### config.mk
export PLATFORM = sky130hd
export DESIGN_NAME = circle_outline_point_generator_unit_flat
export DESIGN_NICKNAME = d
export VERILOG_FILES = /design/src/design/copg_pkg.sv /design/src/design/copg_if.sv /design/src/design/copg_ctrl.sv /design/src/design/copg_datapath.sv /design/src/design/circle_outline_point_generator_unit.sv /design/src/flat_wrapper.sv
export SDC_FILE = /design/constraint.sdc
export NUM_CORES = 1
export LEC_CHECK = 0
export ABC_AREA = 0
export BUFFER_PORTS_ARGS = -buffer_cell sky130_fd_sc_hd__buf_4
export CAP_MARGIN = 25
export CORE_MARGIN = 2
export CORE_UTILIZATION = 50
export CTS_BUF_LIST = sky130_fd_sc_hd__clkbuf_16
export CTS_CLUSTER_DIAMETER = 40
export CTS_CLUSTER_SIZE = 20
export DETAILED_ROUTE_END_ITERATION = 8
export PLACE_DENSITY = 0.76
export SLEW_MARGIN = 0
export SYNTH_ARGS = -nofsm -noshare
export SYNTH_HDL_FRONTEND = slang
export SYNTH_SLANG_ARGS = --single-unit
### constraint.sdc
create_clock -name clk -period 6.8 [get_ports clk]
set_clock_uncertainty 0.15 [all_clocks]
set_input_delay 0.34 -clock clk [delete_from_list [all_inputs] [get_ports clk]]
set_output_delay 0.34 -clock clk [all_outputs]
set_load 0.02 [all_outputs]
### src/design/copg_pkg.sv
// Shared types and constants for the circle outline point generator.
package copg_pkg;

	localparam int unsigned CENTER_W   = 10;
	localparam int unsigned RADIUS_W   = 6;
	localparam int unsigned COORD_W    = 12;
	localparam int unsigned OX_W       = 7;
	localparam int unsigned OY_W       = 8;
	localparam int unsigned DEC_W      = 9;
	localparam int unsigned CALC_W     = 10;
	localparam int unsigned COORD_BITS = 10;
	localparam int unsigned MAX_RESULTS = 64;
	localparam int unsigned CNT_W      = $clog2(MAX_RESULTS);

	localparam logic [RADIUS_W-1:0] MAX_RADIUS  = RADIUS_W'(62);
	localparam logic [CENTER_W-1:0] CENTER_MASK = CENTER_W'((32'd1 << COORD_BITS) - 32'd1);
	localparam logic [CNT_W-1:0]    LAST_CNT    = CNT_W'(MAX_RESULTS - 1);

	typedef enum logic {
		ST_IDLE,
		ST_RUN
	} ctrl_state_t;

	typedef struct packed {
		logic load;
		logic step;
	} ctrl_cmd_t;

	typedef struct packed {
		logic last;
	} dp_status_t;

	typedef struct packed {
		logic signed [COORD_W-1:0] right_x_near;
		logic signed [COORD_W-1:0] left_x_near;
		logic signed [COORD_W-1:0] right_x_far;
		logic signed [COORD_W-1:0] left_x_far;
		logic signed [COORD_W-1:0] lower_y_far;
		logic signed [COORD_W-1:0] upper_y_far;
		logic signed [COORD_W-1:0] lower_y_near;
		logic signed [COORD_W-1:0] upper_y_near;
		logic                      last_step;
	} point_res_t;

endpackage

### src/design/copg_if.sv
// Channel interfaces: circle request in, outline point set out.
interface copg_circle_if;
	logic                                valid;
	logic                                ready;
	logic [copg_pkg::CENTER_W-1:0]       center_x;
	logic [copg_pkg::CENTER_W-1:0]       center_y;
	logic [copg_pkg::RADIUS_W-1:0]       circle_radius;

	modport source (output valid, output center_x, output center_y, output circle_radius,
		input ready);
	modport sink (input valid, input center_x, input center_y, input circle_radius,
		output ready);
endinterface

interface copg_points_if;
	logic                                valid;
	logic                                ready;
	logic signed [copg_pkg::COORD_W-1:0] right_x_near;
	logic signed [copg_pkg::COORD_W-1:0] left_x_near;
	logic signed [copg_pkg::COORD_W-1:0] right_x_far;
	logic signed [copg_pkg::COORD_W-1:0] left_x_far;
	logic signed [copg_pkg::COORD_W-1:0] lower_y_far;
	logic signed [copg_pkg::COORD_W-1:0] upper_y_far;
	logic signed [copg_pkg::COORD_W-1:0] lower_y_near;
	logic signed [copg_pkg::COORD_W-1:0] upper_y_near;
	logic                                last_step;

	modport source (output valid, output right_x_near, output left_x_near,
		output right_x_far, output left_x_far, output lower_y_far, output upper_y_far,
		output lower_y_near, output upper_y_near, output last_step, input ready);
	modport sink (input valid, input right_x_near, input left_x_near,
		input right_x_far, input left_x_far, input lower_y_far, input upper_y_far,
		input lower_y_near, input upper_y_near, input last_step, output ready);
endinterface

### src/design/copg_ctrl.sv
// Run controller: accepts a circle, sequences the steps, owns output valid.
module copg_ctrl (
	input  logic                 clk,
	input  logic                 arst_n,
	input  logic                 in_valid,
	output logic                 in_ready,
	output logic                 out_valid,
	input  logic                 out_ready,
	output copg_pkg::ctrl_cmd_t  cmd,
	input  copg_pkg::dp_status_t status
);
	import copg_pkg::*;

	ctrl_state_t state_q, state_nxt;
	logic        out_valid_q;
	logic        slot_free;

	assign slot_free = !out_valid_q || out_ready;

	always_ff @(posedge clk or negedge arst_n) begin
		if (!arst_n) begin
			state_q     <= ST_IDLE;
			out_valid_q <= 1'b0;
		end else begin
			state_q <= state_nxt;
			if (cmd.step) begin
				out_valid_q <= 1'b1;
			end else if (out_ready) begin
				out_valid_q <= 1'b0;
			end
		end
	end

	always_comb begin
		state_nxt = state_q;
		cmd       = '0;
		in_ready  = 1'b0;
		unique case (state_q)
			ST_IDLE: begin
				in_ready = 1'b1;
				if (in_valid) begin
					cmd.load  = 1'b1;
					state_nxt = ST_RUN;
				end
			end
			ST_RUN: begin
				if (slot_free) begin
					cmd.step = 1'b1;
					if (status.last) begin
						state_nxt = ST_IDLE;
					end
				end
			end
			default: begin
				state_nxt = ST_IDLE;
			end
		endcase
	end

	assign out_valid = out_valid_q;

endmodule

### src/design/copg_datapath.sv
// Step datapath: offset/decision registers, update rule, result register.
module copg_datapath (
	input  logic                          clk,
	input  logic                          arst_n,
	input  copg_pkg::ctrl_cmd_t           cmd,
	output copg_pkg::dp_status_t          status,
	input  logic [copg_pkg::CENTER_W-1:0] center_x,
	input  logic [copg_pkg::CENTER_W-1:0] center_y,
	input  logic [copg_pkg::RADIUS_W-1:0] circle_radius,
	output copg_pkg::point_res_t          result
);
	import copg_pkg::*;

	logic        [CENTER_W-1:0] cx_q, cy_q;
	logic        [RADIUS_W-1:0] r_q;
	logic        [OX_W-1:0]     ox_q;
	logic signed [OY_W-1:0]     oy_q;
	logic signed [DEC_W-1:0]    d_q;
	logic        [CNT_W-1:0]    cnt_q;
	point_res_t                 res_q;

	logic        [RADIUS_W-1:0] r_sat;
	logic signed [CALC_W-1:0]   ox_e, oy_e, d_e, r_e, two_ox, d_nxt;
	logic        [OX_W-1:0]     ox_nxt;
	logic signed [OY_W-1:0]     oy_nxt;
	logic                       last;
	logic        [COORD_W-1:0]  cx_c, cy_c, ox_c, oy_c;

	assign r_sat = (circle_radius > MAX_RADIUS) ? MAX_RADIUS : circle_radius;

	assign ox_e   = {{(CALC_W-OX_W){1'b0}}, ox_q};
	assign oy_e   = {{(CALC_W-OY_W){oy_q[OY_W-1]}}, oy_q};
	assign d_e    = {{(CALC_W-DEC_W){d_q[DEC_W-1]}}, d_q};
	assign r_e    = {{(CALC_W-RADIUS_W){1'b0}}, r_q};
	assign two_ox = ox_e <<< 1;

	// Three-way update: x step, y step, or diagonal step
	always_comb begin
		ox_nxt = ox_q;
		oy_nxt = oy_q;
		priority if (d_e >= two_ox) begin
			d_nxt  = d_e - two_ox - CALC_W'(1);
			ox_nxt = ox_q + OX_W'(1);
		end else if (d_e < ((r_e - oy_e) <<< 1)) begin
			d_nxt  = d_e + (oy_e <<< 1) - CALC_W'(1);
			oy_nxt = oy_q - OY_W'(1);
		end else begin
			d_nxt  = d_e + ((oy_e - ox_e - CALC_W'(1)) <<< 1);
			oy_nxt = oy_q - OY_W'(1);
			ox_nxt = ox_q + OX_W'(1);
		end
	end

	assign last = ($signed({oy_nxt[OY_W-1], oy_nxt}) < $signed({2'b00, ox_nxt}))
		|| (cnt_q == LAST_CNT);
	assign status.last = last;

	assign cx_c = {{(COORD_W-CENTER_W){1'b0}}, cx_q};
	assign cy_c = {{(COORD_W-CENTER_W){1'b0}}, cy_q};
	assign ox_c = {{(COORD_W-OX_W){1'b0}}, ox_q};
	assign oy_c = {{(COORD_W-OY_W){oy_q[OY_W-1]}}, oy_q};

	// Loop state: every run starts with a load.
	always_ff @(posedge clk or negedge arst_n) begin
		if (!arst_n) begin
			cx_q  <= '0;
			cy_q  <= '0;
			r_q   <= '0;
			ox_q  <= '0;
			oy_q  <= '0;
			d_q   <= '0;
			cnt_q <= '0;
		end else if (cmd.load) begin
			cx_q  <= center_x & CENTER_MASK;
			cy_q  <= center_y & CENTER_MASK;
			r_q   <= r_sat;
			ox_q  <= '0;
			oy_q  <= {{(OY_W-RADIUS_W){1'b0}}, r_sat};
			d_q   <= DEC_W'({{(DEC_W-RADIUS_W){1'b0}}, r_sat}) - DEC_W'(1);
			cnt_q <= '0;
		end else if (cmd.step) begin
			ox_q  <= ox_nxt;
			oy_q  <= oy_nxt;
			d_q   <= d_nxt[DEC_W-1:0];
			cnt_q <= cnt_q + CNT_W'(1);
		end
	end

	always_ff @(posedge clk or negedge arst_n) begin
		if (!arst_n) begin
			res_q <= '0;
		end else if (cmd.step) begin
			res_q.right_x_near <= cx_c + ox_c;
			res_q.left_x_near  <= cx_c - ox_c;
			res_q.right_x_far  <= cx_c + oy_c;
			res_q.left_x_far   <= cx_c - oy_c;
			res_q.lower_y_far  <= cy_c + oy_c;
			res_q.upper_y_far  <= cy_c - oy_c;
			res_q.lower_y_near <= cy_c + ox_c;
			res_q.upper_y_near <= cy_c - ox_c;
			res_q.last_step    <= last;
		end
	end

	assign result = res_q;

endmodule

### src/design/circle_outline_point_generator_unit.sv
// Top level: Andres circle outline point generator.
//
// circle (sink): one transaction carries center_x, center_y and circle_radius.
// points (source): one transaction per loop step with the eight symmetric
//   points as four x and four y coordinates; last_step marks the final one.
// A radius above 62 is clamped to 62; radius 0 gives a single point set at
//   the centre with last_step set.
// Timing: the circle is first loaded into the step registers, then the shared
//   step unit makes one point set per cycle while the receiver takes every
//   set; each step writes its set into the output register. A circle gives
//   one set per pixel of its first octant arc (51 sets for r = 62, never
//   more than 64).
// circle.ready is high only while no run is in progress; the next circle
//   may be taken while the last point set still waits in the output register.
// A receiver stall holds the output register and pauses the step unit; no
//   set is lost or repeated.
// Reset (arst_n low) returns the controller to idle, clears the step
//   registers and drops points.valid.
module circle_outline_point_generator_unit (
	input logic            clk,
	input logic            arst_n,
	copg_circle_if.sink    circle,
	copg_points_if.source  points
);
	import copg_pkg::*;

	ctrl_cmd_t  cmd;
	dp_status_t status;
	point_res_t result;

	copg_ctrl u_ctrl (
		.clk       (clk),
		.arst_n    (arst_n),
		.in_valid  (circle.valid),
		.in_ready  (circle.ready),
		.out_valid (points.valid),
		.out_ready (points.ready),
		.cmd       (cmd),
		.status    (status)
	);

	copg_datapath u_datapath (
		.clk           (clk),
		.arst_n        (arst_n),
		.cmd           (cmd),
		.status        (status),
		.center_x      (circle.center_x),
		.center_y      (circle.center_y),
		.circle_radius (circle.circle_radius),
		.result        (result)
	);

	assign points.right_x_near = result.right_x_near;
	assign points.left_x_near  = result.left_x_near;
	assign points.right_x_far  = result.right_x_far;
	assign points.left_x_far   = result.left_x_far;
	assign points.lower_y_far  = result.lower_y_far;
	assign points.upper_y_far  = result.upper_y_far;
	assign points.lower_y_near = result.lower_y_near;
	assign points.upper_y_near = result.upper_y_near;
	assign points.last_step    = result.last_step;

endmodule

### src/flat_wrapper.sv
// flat-port wrapper written by rule: the top's interface ports become plain ports
module circle_outline_point_generator_unit_flat import copg_pkg::*;
  (clk, arst_n, circle_valid, circle_center_x, circle_center_y, circle_circle_radius, circle_ready, points_valid, points_right_x_near, points_left_x_near, points_right_x_far, points_left_x_far, points_lower_y_far, points_upper_y_far, points_lower_y_near, points_upper_y_near, points_last_step, points_ready);
  copg_circle_if circle_i ();
  copg_points_if points_i ();
  input logic clk;
  input logic arst_n;
  input wire logic [$bits(circle_i.valid)-1:0] circle_valid;
  input wire logic [$bits(circle_i.center_x)-1:0] circle_center_x;
  input wire logic [$bits(circle_i.center_y)-1:0] circle_center_y;
  input wire logic [$bits(circle_i.circle_radius)-1:0] circle_circle_radius;
  output wire logic [$bits(circle_i.ready)-1:0] circle_ready;
  output wire logic [$bits(points_i.valid)-1:0] points_valid;
  output wire logic [$bits(points_i.right_x_near)-1:0] points_right_x_near;
  output wire logic [$bits(points_i.left_x_near)-1:0] points_left_x_near;
  output wire logic [$bits(points_i.right_x_far)-1:0] points_right_x_far;
  output wire logic [$bits(points_i.left_x_far)-1:0] points_left_x_far;
  output wire logic [$bits(points_i.lower_y_far)-1:0] points_lower_y_far;
  output wire logic [$bits(points_i.upper_y_far)-1:0] points_upper_y_far;
  output wire logic [$bits(points_i.lower_y_near)-1:0] points_lower_y_near;
  output wire logic [$bits(points_i.upper_y_near)-1:0] points_upper_y_near;
  output wire logic [$bits(points_i.last_step)-1:0] points_last_step;
  input wire logic [$bits(points_i.ready)-1:0] points_ready;
  assign circle_i.valid = circle_valid;
  assign circle_i.center_x = circle_center_x;
  assign circle_i.center_y = circle_center_y;
  assign circle_i.circle_radius = circle_circle_radius;
  assign circle_ready = circle_i.ready;
  assign points_valid = points_i.valid;
  assign points_right_x_near = points_i.right_x_near;
  assign points_left_x_near = points_i.left_x_near;
  assign points_right_x_far = points_i.right_x_far;
  assign points_left_x_far = points_i.left_x_far;
  assign points_lower_y_far = points_i.lower_y_far;
  assign points_upper_y_far = points_i.upper_y_far;
  assign points_lower_y_near = points_i.lower_y_near;
  assign points_upper_y_near = points_i.upper_y_near;
  assign points_last_step = points_i.last_step;
  assign points_i.ready = points_ready;
  circle_outline_point_generator_unit u_core (.clk(clk), .arst_n(arst_n), .circle(circle_i), .points(points_i));
endmodule
==> results summary, run 1 <==
The routed via count is between 9k and 10k. The initial DRC count is slightly below 800. The critical path starts at u_core.u_datapath.oy_q[1]. The tightest slew margin relative to the limit is 26.16%. The post-placement worst setup slack came out at ~1.2 ns. The via count of the first global-routing pass came to 9185. The fraction of final layout cells sized beyond drive strength 1 is between 10% and 20%.

The detailed-route wire length per cell is ~18 um. The least setup slack across all paths after layout is 1.013 ns. The largest incremental delay on the critical path came out at 0.63 ns. The number of port buffers came out at ~130. The run finished with clean final reports. Setup repair after global routing left no endpoint under its margin. In this run the standard cell core region covers 0.02169 mm^2. The adder and majority cell fraction of the synthesized area came out at 17.40%. The sequential-to-total area share from yosys stat is between 30% and 40%. The worst register-to-register path begins at u_core.u_datapath.oy_q[1]. The number of fill cells is a little under 2k. The total number of H-tree levels came out at 4.

The die width came out at ~150 um. The worst hold path belongs to the class in -> reg. The first global-routing pass estimated 48.81 mm of wire. The combined global-route utilization of all metal layers is a little over a quarter. The measured slew at the worst slew-check pin is roughly 1.1 ns.

The number of search-and-repair iterations in the first detailed-routing pass is 5. After the flow finishes, the layout carries non-filler instances totaling roughly 1.7k. Multiplexer cells account for less than 1% of the synthesized area. The final critical path time including I/O delays and setup came out at 5.787 ns. The register-to-register path setup slack came out at slightly above 1 ns. The synthesized cell area is 0.01099 mm^2.

Clock tree synthesis found a total of roughly 150 sinks. Synthesis instantiated a little over 70 different standard cells from the library. By area, the combinational part of the netlist is dominated by compound AO/OA/AOI/OAI gates. On the critical path, the stage with the largest delay is an instance of dfrtp_1. At the worst endpoint, the required time is ~7 ns. The share of synthesized registers carrying an async set or reset came out at between 90% and 100%. The final wirelength came out at just over 30 mm. Max-cap violations in this run came to 0. The met2 routing resource usage after global routing is 43.93%. For this run, the number of Yosys warnings is 0. Setup violations remaining at the end of the flow were counted as 0. Once the clock tree was built, the setup fixing pass inserted 0 buffers. The number of antenna violations at the first check in global routing came out at 0. Summed over all failing endpoints, the final setup total negative slack is 0 ns. The XOR/XNOR share of the synthesized area is under 10%.

The number of diodes came out at 0. The worst setup path is captured at a register. The depth of the worst register-to-register path is 22. The clock-pin transition on the worst setup and hold timing paths is about 0.070 ns.

Global routing used a little over a third of the available met1 tracks. TritonCTS built the clock tree. The row count came out at 54. The most used flip-flop cell after synthesis is dfrtp_1.

The leftover overflow at the end of global routing came out at 0. The capturing instance or port of the critical path is u_core.u_datapath.result[0]. Data arrives at the worst endpoint at ~6.0 ns.

The peak fanout along the critical path came out at 13. A synthesized cell averages between 8 and 9 um^2. Synthesis produced a netlist whose cell count is ~1.3k. The deepest clock path buffer count is 2. The signal on the critical path passes through inv_1, ha_1, nor2b_1, o21ai_0, a21boi_0, o21ai_0, a21boi_0, o21ai_0, xnor2_1, ha_1, and4_1, and2_1, a211oi_4, nand2_1, nand4_1, xnor2_1, ha_1, a21o_1, a21oi_1, nor3b_1, nor3_1, or3_1. The buffer type at the clock tree root is clkbuf_16. The critical path in this run is classified as reg -> reg. The initial core utilization is 50.66%. The count of pins on the block boundary came out at approximately 130. The end of the worst register-to-register path is u_core.u_datapath.result[0].

The net count of the finished layout came out at 1564. The clock buffer count from CTS is 17. The fmax is 172.8 MHz. The largest net degree at the start of global routing is 110. In this run the vertical extent of the chip is between 150 and 200 um. Including well taps, the total number of placed cells is between 1.5k and 2k. The share of the synthesized area in compound gates (AO/OA/AOI/OAI) is around 19%. The number of enable flip-flop cells after synthesis came out at 0. The floorplan step defined a die boundary enclosing about 0.023 mm^2. The remaining antenna violation count after routing came out at 0. The flip-flop and latch count after synthesis is 147.

The final core utilization is 59.44%. For the worst-skew pair, the clock arrives at the later sink with an insertion delay of about 0.44 ns. The met3 usage is roughly 4.3%. The number of remaining DRC errors came out at 0. The routability congestion estimate from global placement is between 0.9 and 1.

The area growth from synthesis to layout is 17.33%. The count of cells resized by post-cts repair is 0. Dividing the detail-routed via count by the number of cells gives roughly 5.7. The element type at the critical path start is a register. The most utilized layer in the global route result is met2. The share of the clock period used by the worst path came out at between 80 and 90%. The final-report hold violation count is 0.

Once detailed placement completed, the half-perimeter wirelength came to ~22 mm. The simple-gate area share of the yosys netlist is 16.35%. The count of final max-slew check failures is 0.
[worst min path at each step]
stage          cells after the start                         end  slack (ns)               startpoint
2_1_floorplan                      0     u_core.u_ctrl.out_valid       -0.11                   arst_n
3_3_place_gp                       1  u_core.u_datapath.cnt_q[4]        0.24                   arst_n
3_5_place_dp                       1  u_core.u_datapath.cnt_q[5]        0.24                   arst_n
4_1_cts                            3    u_core.u_datapath.r_q[3]        0.02  circle_circle_radius[3]
5_1_grt                            3    u_core.u_datapath.r_q[3]        0.05  circle_circle_radius[3]
6_report                           3    u_core.u_datapath.r_q[3]        0.04  circle_circle_radius[3]
[sequential cells by signal (all words and copies together) (netlist names)]
name,cells
u_core.u_datapath.result,89
u_core.u_datapath.cx_q,10
u_core.u_datapath.cy_q,10
u_core.u_datapath.d_q,9
u_core.u_datapath.oy_q,8
u_core.u_datapath.ox_q,7
u_core.u_datapath.cnt_q,6
u_core.u_datapath.r_q,6
u_core.u_ctrl.out_valid,1
u_core.u_ctrl.state_q,1
[cells in the mapped netlist, types with 8 or more instances]
cell type  number  share of area, %
a21o_1         17               1.2
a21oi_1        69               3.1
a31oi_1        10              0.57
and3_1         12              0.68
buf_1           8              0.27
buf_2           8              0.36
buf_4           8              0.55
clkbuf_1       33               1.1
dfrtp_1       147                33
fa_1           13               2.4
ha_1          132                15
inv_1          89               3.0
nand2_1       181               6.2
nand2b_1       10              0.57
nand3_1        21              0.96
nand4_1        11              0.63
nor2_1         73               2.5
nor2b_1        23               1.3
nor3_1         30               1.4
o211ai_1       10              0.68
o21a_1         14              0.96
o21ai_0       120               5.5
o21bai_1       20               1.4
o31ai_1        10              0.68
o41ai_1         8              0.64
or3_1          14              0.80
xnor2_1        75               6.0
xor2_1         20               1.6
[logic make-up (layout without fill, tap and decap cells)]
family | Yosys count | after routing
buf+inv | 147 | 276
fa+ha+maj | 145 | 145
other cells | 1 | 2
xor+xnor | 95 | 95
compound gates | 338 | 338
mux | 4 | 4
flops | 147 | 147
simple gates | 395 | 395
[placed cells by master, fill, tap and decap left out, drive strengths merged, types with 31 or more instances in the layout]
cell / instances
inv: 97
ha: 132
nor3: 31
nand2: 181
o21ai: 126
dfrtp: 147
buf: 133
a21oi: 70
xnor2: 75
nor2: 73
[layout make-up]
| type | count | area, um^2 | area share, % |
|---|---|---|---|
| multi-input combinational | 979 | 6736 | 52.25 |
| sequential | 147 | 3679 | 28.53 |
| timing repair buffer | 154 | 1232 | 9.559 |
| clock buffer | 17 | 425.4 | 3.300 |
| tap | 280 | 350.3 | 2.717 |
| inverter | 90 | 337.8 | 2.620 |
| clock inverter | 15 | 131.4 | 1.019 |
[layer usage]
metal	share of wire (%)	vias to the layer above	wire length, um
met5	0	-	0
met4	2.3	0	706
met3	5.5	55	1676
met2	48	313	14620
met1	44	4583	13560
li1	-	4617	-
[timing repair]
action | 4_1_cts | 5_1_grt
hold buffers | 21 | 0
endpoints found under the setup margin | 0 | 0
endpoints found under the hold margin | 89 | 0
[metrics by stage]
stage	area, um^2	hold slack [ns]
floorplan	10990	-0.1056
global placement	12100	0.2390
detailed placement	12100	0.2435
CTS	12860	0.02287
global route	12890	0.04543
finish	12890	0.04166
[critical path, delay by kind of cell (launching register included)]
family                   cells  cell delay (ns)
adder cells (fa/ha/maj)      3             0.96
AO/OA/AOI/OAI                8             1.45
AND/OR/NAND/NOR              8             1.83
XOR/XNOR                     2             0.28
buffers and inverters        1             0.35
flip-flops                   1             0.63
Power of run 1 is left out: the tool's default activity adds up to more than one toggle a clock period on the data nets, which glitch-free logic cannot reach.
==> run 2, diff against run 1 <==
--- a/config.mk
+++ b/config.mk
@@ -14,7 +14,8 @@
 export CTS_CLUSTER_DIAMETER = 40
 export CTS_CLUSTER_SIZE = 20
 export DETAILED_ROUTE_END_ITERATION = 8
-export PLACE_DENSITY = 0.76
+export GPL_ROUTABILITY_DRIVEN = 0
+export PLACE_DENSITY = 0.72
 export SLEW_MARGIN = 0
 export SYNTH_ARGS = -nofsm -noshare
 export SYNTH_HDL_FRONTEND = slang
==> constraint.sdc (replaced) <==
create_clock -name clk -period 6.2 [get_ports clk]
set_clock_uncertainty 0.15 [all_clocks]
set_input_delay 0.31 -clock clk [delete_from_list [all_inputs] [get_ports clk]]
set_output_delay 0.31 -clock clk [all_outputs]
set_load 0.02 [all_outputs]
==> run 2 against run 1 <==
Effect of this change:
- final area rose by 0.71%
- via count barely moved
- final cell count rose by 0.42%
- sequential cell count did not move
- count of clock-buffer cells in the layout did not move
- global-route usage fell by 0.25 points
- die area did not move
- critical endpoint unchanged
- largest cell class unchanged
==> results summary, run 2 (synthesized netlist as in run 1, its figures left out) <==
The data arrival time of the critical path came to 5.39 ns (-0.57 ns). The worst-case hold slack came out at 0.03473 ns (-0.006930 ns). The combined global-route utilization of all metal layers came out at 26.09% (-0.25 points). The setup TNS after final layout is 0 ns (unchanged). The tightest slew margin relative to the limit is 27.62% (+1.5 points). The number of flip-flops under the largest register name came out at 89 (unchanged).

The count of cells resized by post-cts repair came out at 0 (unchanged). The total of hold buffers inserted after clock tree synthesis came to 22 (+4.8%). The count of final max-slew check failures came out at 0 (unchanged). The critical path start-end classification is reg -> reg. The run finished with clean final reports. The fmax came out at 191.3 MHz (+11%). The die width was 152.2 um (unchanged). The leftover overflow at the end of global routing is 0 (unchanged).

The most common library cell in the layout ignoring fill and taps is nand2_1. The area of the placeable core came to 0.02169 mm^2 (unchanged). TritonCTS built the clock tree. The number of search-and-repair iterations in the first detailed-routing pass came out at 5 (unchanged). The initial DRC count came out at 712 (-7.4%). Setup repair after global routing left no endpoint under its margin. The number of port buffers came out at 126 (unchanged). The net count of the finished layout came out at 1571 (+0.45%). The remaining antenna violation count after routing was 0 (unchanged). The initial core utilization is 50.66% (unchanged). The detailed-route wire length per cell is 18.06 um (-0.59%).

The count of pins on the block boundary came out at 129 (unchanged). The min-delay analysis places its worst path in the category in -> reg. The number of setup violations in the final report was 0 (unchanged). The total die area is 0.02318 mm^2 (unchanged). The fraction of final layout cells sized beyond drive strength 1 is 12.92% (+0.29 points). The half-perimeter wire length after placement came out at 22.08 mm (-0.14%).

The largest net degree at the start of global routing is 119 (+8.2%). The peak fanout along the critical path is 13 (unchanged). The post-CTS setup buffer count is 0 (unchanged). The deepest clock path buffer count came out at 2 (unchanged). The CTS sink count was 147 (unchanged). The clock-pin transition on the worst setup and hold timing paths came out at 0.06 ns (about the same). The clock buffer count from CTS came out at 17 (unchanged).

The required time at the worst-slack endpoint was 6.37 ns (-0.60 ns). The depth of the worst register-to-register path came out at 23 (+4.5%). The measured slew at the worst slew-check pin was 1.082 ns (-0.02175 ns).

The number of antenna violations at the first check in global routing came out at 0 (unchanged). The number of stages on the worst hold path is 3 (unchanged). The final-report hold violation count came out at 0 (unchanged). The total number of H-tree levels is 4 (unchanged). The vertical extent of the die is 152.2 um (unchanged). The number of remaining DRC errors came out at 0 (unchanged). The root buffer cell chosen for the clock tree is clkbuf_16.

The routed via count was 9569 (+0.010%). The final critical path time including I/O delays and setup is 5.226 ns (-0.5604 ns). The number of vias per cell is 5.665 (-0.40%). STA classifies the critical path endpoint as a register.

The share of the clock period used by the worst path came out at 84.30% (-0.80 points). The final wirelength is 30.51 mm (-0.17%). The row count was 54 (unchanged). The via count of the first global-routing pass is 9167 (-0.20%). The element type at the critical path start is a register. The number of diodes came to 0 (unchanged).

The max-capacitance violation count is 0 (unchanged). The insertion delay of the later-clocked pin in the worst-skew pair came out at 0.44 ns (about the same). The layout overhead on the synthesized area came out at 18.16%. The global-route wire length before repair is 48.45 mm (-0.74%). Leaving out fill and tap cells, the most frequent cells in the layout are nand2_1 (180), dfrtp_1 (147), buf_4 (137).
## run 2: changes by cell type in the layout (fill, tap and decap cells not counted), sizes merged
cell,before,now
buf,133,139
bufinv,1,3
clkinv,3,6
clkinvlp,4,3
dlygate4sd3,21,22
inv,97,93
## run 2: worst paths after layout
kind	to	slack, ns	startpoint
setup reg to reg	u_core.u_datapath.result[0]	0.97	u_core.u_datapath.oy_q[1]
hold reg to reg	u_core.u_datapath.result[81]	0.33	u_core.u_datapath.result[81]
min in group asynchronous	u_core.u_datapath.result[7]	0.33	arst_n
setup / recovery	u_core.u_datapath.result[0]	0.97	u_core.u_datapath.oy_q[1]
max in group asynchronous	u_core.u_datapath.r_q[4]	4.21	arst_n
hold / removal	u_core.u_datapath.r_q[2]	0.03	circle_circle_radius[2]
## run 2: through the flow
stage | setup slack (ns) | util [%] | instances | area (um^2)
after global placement | 1.143 | 55.99 | 1634 | 12140
final | 0.9737 | 59.87 | 1689 | 12980
after floorplan | 1.423 | - | 1273 | 10990
after global routing | 0.4767 | 59.87 | 1689 | 12980
after detailed placement | 1.044 | 55.99 | 1634 | 12140
after CTS | 1.017 | 59.74 | 1688 | 12960
## run 2: area by class of cell
type	count	area (um^2)
fill	1929	8705
multi-input combinational	979	6736
sequential	147	3679
timing repair buffer	161	1287
clock buffer	17	425.4
tap	280	350.3
inverter	90	337.8
clock inverter	15	167.7
## run 2: worst max-delay path, cell delays in order, from the launching register on
cell and delay (ns):
dfrtp_1 0.38, inv_1 0.05, buf_4 0.19, ha_1 0.25, nor2b_1 0.13, o21ai_0 0.20, a21boi_0 0.13, o21ai_0 0.22
a21boi_0 0.12, o21ai_0 0.21, xnor2_1 0.17, ha_1 0.28, and4_1 0.20, and2_1 0.19, a211oi_4 0.39, nand2_1 0.36
nand4_1 0.29, xnor2_1 0.09, ha_1 0.31, a21o_1 0.14, a21oi_1 0.05, nor3b_1 0.20, nor3_1 0.09, or3_1 0.34
## run 2: layer usage
metal,vias up,GRT usage (%),wire [um]
met5,-,0,0
met1,4550,35.51,13420
met4,0,9.746,924
li1,4648,-,-
met2,318,42.19,14340
met3,53,4.152,1819
Power of run 2 is left out for the same reason.
==> run 3, diff against run 2 <==
--- a/config.mk
+++ b/config.mk
@@ -5,7 +5,7 @@
 export SDC_FILE = /design/constraint.sdc
 export NUM_CORES = 1
 export LEC_CHECK = 0
-export ABC_AREA = 0
+export ABC_AREA = 1
 export BUFFER_PORTS_ARGS = -buffer_cell sky130_fd_sc_hd__buf_4
 export CAP_MARGIN = 25
 export CORE_MARGIN = 2
==> constraint.sdc (replaced) <==
create_clock -name clk -period 5 [get_ports clk]
set_clock_uncertainty 0.15 [all_clocks]
set_input_delay 0.25 -clock clk [delete_from_list [all_inputs] [get_ports clk]]
set_output_delay 0.25 -clock clk [all_outputs]
set_load 0.02 [all_outputs]
==> run 3 against run 2 <==
Effect of this change:
- final area decreased by 0.56%
- sequential cell count unchanged
- critical path depth grew 2
- first-iteration DRC count down 21%
- die area decreased by 1.2%
- area after synthesis down 1.3%
- worst setup slack lost 0.63 ns
==> results summary, run 3 <==
The worst setup path is launched from a register. In the post-synthesis netlist, the biggest area contributors are dfrtp_1 (34%), ha_1 (15%), nand2_1 (11%), inv_1 (6.3%), o21ai_0 (5.7%). The synthesized cell area is 0.01085 mm^2 (-1.3%). The number of enable flip-flop cells after synthesis is 0 (unchanged). The share of the clock period used by the worst path came out at 93.14% (+8.8 points). The cell sitting at the root of the clock tree is a clkbuf_16. The total number of H-tree levels came out at 4 (unchanged). The final wirelength was 29.75 mm (-2.5%). The capturing instance or port of the critical path is u_core.u_datapath.result[0]. Counting instances in the post-synthesis netlist gives the leading cell types as nand2_1 (309), inv_1 (182), dfrtp_1 (147).

The number of remaining DRC errors came out at 0 (unchanged). The worst setup path is captured at a register. The number of search-and-repair iterations in the first detailed-routing pass came out at 5 (unchanged).

The total die area is 0.02289 mm^2 (-1.2%). The required time at the worst-slack endpoint came out at 5.22 ns (-1.15 ns). The run finished with clean final reports. The number of flip-flops under the largest register name is 89 (unchanged). The number of diodes is 0 (unchanged). The final-report hold violation count came to 0 (unchanged). The CTS sink count was 147 (unchanged). The depth of the worst register-to-register path is 25 (+8.7%).

The net count of the finished layout is 1679 (+6.9%). The number of fill cells came out at 1914 (-0.78%). The global-route wire length before repair is 46.65 mm (-3.7%). The vertical extent of the die came out at 151.3 um (-0.62%). The peak fanout along the critical path is 6 (-7). The number of distinct library cell variants in the gate-level netlist after synthesis is 55 (-23%). The most critical setup path has its startpoint at u_core.u_datapath.oy_q[1].

The number of setup violations in the final report is 0 (unchanged). The insertion delay of the later-clocked pin in the worst-skew pair was 0.43 ns (about the same). The setup TNS after final layout is 0 ns (unchanged). The largest total area in the synthesized netlist belongs to dfrtp_1.

The critical path start-end classification is reg -> reg. The fmax came out at 214.7 MHz (+12%). The clock buffer count from CTS is 17 (unchanged). In the layout the commonest cells are nand2_1 (308), inv_1 (182), dfrtp_1 (146). The endpoint identified for the worst register-to-register timing path is u_core.u_datapath.result[0].

The final critical path time including I/O delays and setup was 4.657 ns (-0.5692 ns). The count of final max-slew check failures came out at 0 (unchanged). The via count of the first global-routing pass is 9191 (+0.26%). The class of the worst hold path is in -> reg.

The max-capacitance violation count is 0 (unchanged). The initial core utilization is 51.28% (+0.62 points). The area of the placeable core came out at 0.02115 mm^2 (-2.5%). The most common library cell in the layout ignoring fill and taps is nand2_1. The largest net degree at the start of global routing came out at 108 (-9.2%). The deepest clock path buffer count came to 2 (unchanged). The most repeated cell in the gate-level netlist after synthesis is nand2_1. The fraction of final layout cells sized beyond drive strength 1 is 14.77% (+1.8 points). The initial DRC count is 560 (-21%). The number of vias per cell came out at 5.389 (-4.9%).

The number of instances in the synthesized netlist is 1358 (+6.8%). The measured slew at the worst slew-check pin came out at 0.9358 ns (-0.1460 ns). The routed via count came out at 9657 (+0.92%). The flip-flop and latch count after synthesis came to 147 (unchanged). The detailed-route wire length per cell came out at 16.60 um (-8.1%). The layout overhead on the synthesized area is 19.02%. The data arrival time of the critical path is 4.88 ns (-0.51 ns). The row count came out at 53 (-1.9%).

The count of pins on the block boundary came out at 129 (unchanged). The area fraction of the dominant cell type after synthesis was 33.91% (+0.43 points). The startpoint identified for the worst register-to-register timing path is u_core.u_datapath.oy_q[1]. The register-to-register path setup slack is 0.34 ns (-0.63 ns). The sequential-to-total area share from yosys stat was 33.91% (+0.43 points). The number of port buffers came out at 126 (unchanged). The remaining antenna violation count after routing was 0 (unchanged). The number of synthesis warnings came out at 0 (unchanged). The combined global-route utilization of all metal layers came to 26.38% (+0.29 points). The tightest slew margin relative to the limit was 37.55% (+9.9 points). The most used flip-flop cell after synthesis is dfrtp_1. The share of synthesized registers carrying an async set or reset is 100.0% (unchanged).

The leftover overflow at the end of global routing came to 0 (unchanged). The die width came out at 151.3 um (-0.62%). Setup repair after global routing left no endpoint under its margin. The half-perimeter wire length after placement came to 21.76 mm (-1.4%). The number of antenna violations at the first check in global routing came out at 0 (unchanged). The average size of a mapped cell is 7.988 um^2 (-7.5%).

The clock-pin transition on the worst setup and hold timing paths is 0.06 ns (about the same). The CTS tree is yes.
[run 3: cell types whose count changed in the layout (fill, tap and decap cells not counted), moves of 14 or more]
cell | before | now
or3_1 | 14 | 0
nand2_1 | 180 | 308
xnor2_1 | 75 | 12
o21bai_1 | 20 | 6
inv_1 | 92 | 182
nand3_1 | 21 | 38
a21o_1 | 17 | 1
nor3_1 | 30 | 7
xor2_1 | 20 | 61
nor2b_1 | 22 | 0
[run 3: worst min path at each step]
stage                                  startpoint                           end  cells past startpoint
after detailed placement                   arst_n  u_core.u_datapath.result[35]                      1
after global placement                     arst_n  u_core.u_datapath.result[35]                      1
after CTS                 circle_circle_radius[5]      u_core.u_datapath.d_q[7]                      4
after floorplan                            arst_n       u_core.u_ctrl.out_valid                      0
final                     circle_circle_radius[0]      u_core.u_datapath.r_q[0]                      3
after global routing                       arst_n  u_core.u_datapath.result[46]                      2
[run 3: critical path, cell delays in order, from the launching register on]
cell and delay [ns]:
dfrtp_1 0.43, buf_4 0.20, fa_1 0.43, o21ai_0 0.32, a21oi_1 0.10, o21ai_0 0.27, nand2_1 0.09, nand2_1 0.08
ha_1 0.27, nand2_1 0.12, inv_1 0.06, a21oi_2 0.19, nand4_1 0.18, nand3_4 0.17, nand2_2 0.09, nor3_2 0.22
nand3_1 0.17, xor2_2 0.19, ha_1 0.32, inv_1 0.06, nor2_1 0.04, a21oi_1 0.15, nand2_1 0.10, nand2_2 0.07
nand2_1 0.05, nand2_1 0.07
[run 3: final cells by class]
type                    instances  area [um^2]  share of cell area, %
flip-flops and latches        147         3680                  28.50
well taps                     275        344.1                  2.665
clock inverters                15        126.4                 0.9788
clock buffers                  17        425.4                  3.295
repair buffers                168         1353                  10.48
inverters                     188        705.7                  5.466
multi-input cells             982         6277                  48.62
[run 3: metrics by stage]
step                      cell area (um^2)  utilization [%]  setup slack, ns  hold WS [ns]  std cells
final                                12910            61.03           0.3429       0.02347       1792
after CTS                            12850            60.77           0.2400       0.01851       1790
after global routing                 12910            61.03          0.01937       0.03746       1792
after floorplan                      10850                -           0.7607       -0.1956       1359
after global placement               12030            56.88           0.5458        0.2954       1731
after detailed placement             12030            56.88           0.2789        0.3073       1731
[run 3: metal layers]
metal | part of all wire [%] | up-vias | GRT usage (%)
met5 | 0 | - | 0
met3 | 6.2 | 55 | 4.639
li1 | - | 4735 | -
met2 | 47 | 304 | 44.41
met4 | 2.5 | 0 | 8.411
met1 | 44 | 4563 | 34.53
[run 3: kinds of logic (layout without fill, tap and decap cells)]
family	after synthesis	in the layout	synth area share [%]
adder cells (fa/ha/maj)	145	145	17.62
flip-flops	147	147	33.91
AND/OR/NAND/NOR	461	461	17.82
AO/OA/AOI/OAI	300	300	16.12
other	1	2	0.03457
XOR/XNOR	74	74	5.975
buffers and inverters	230	388	8.512
[run 3: what timing repair did]
| item | 4_1_cts | 5_1_grt |
|---|---|---|
| endpoints found under the setup margin | 0 | 2 |
| gates resized for setup | 0 | 4 |
| endpoints found under the hold margin | 134 | 0 |
| buffers inserted | 0 | 1 |
| hold buffers | 27 | 0 |
Power of run 3 is left out for the same reason.
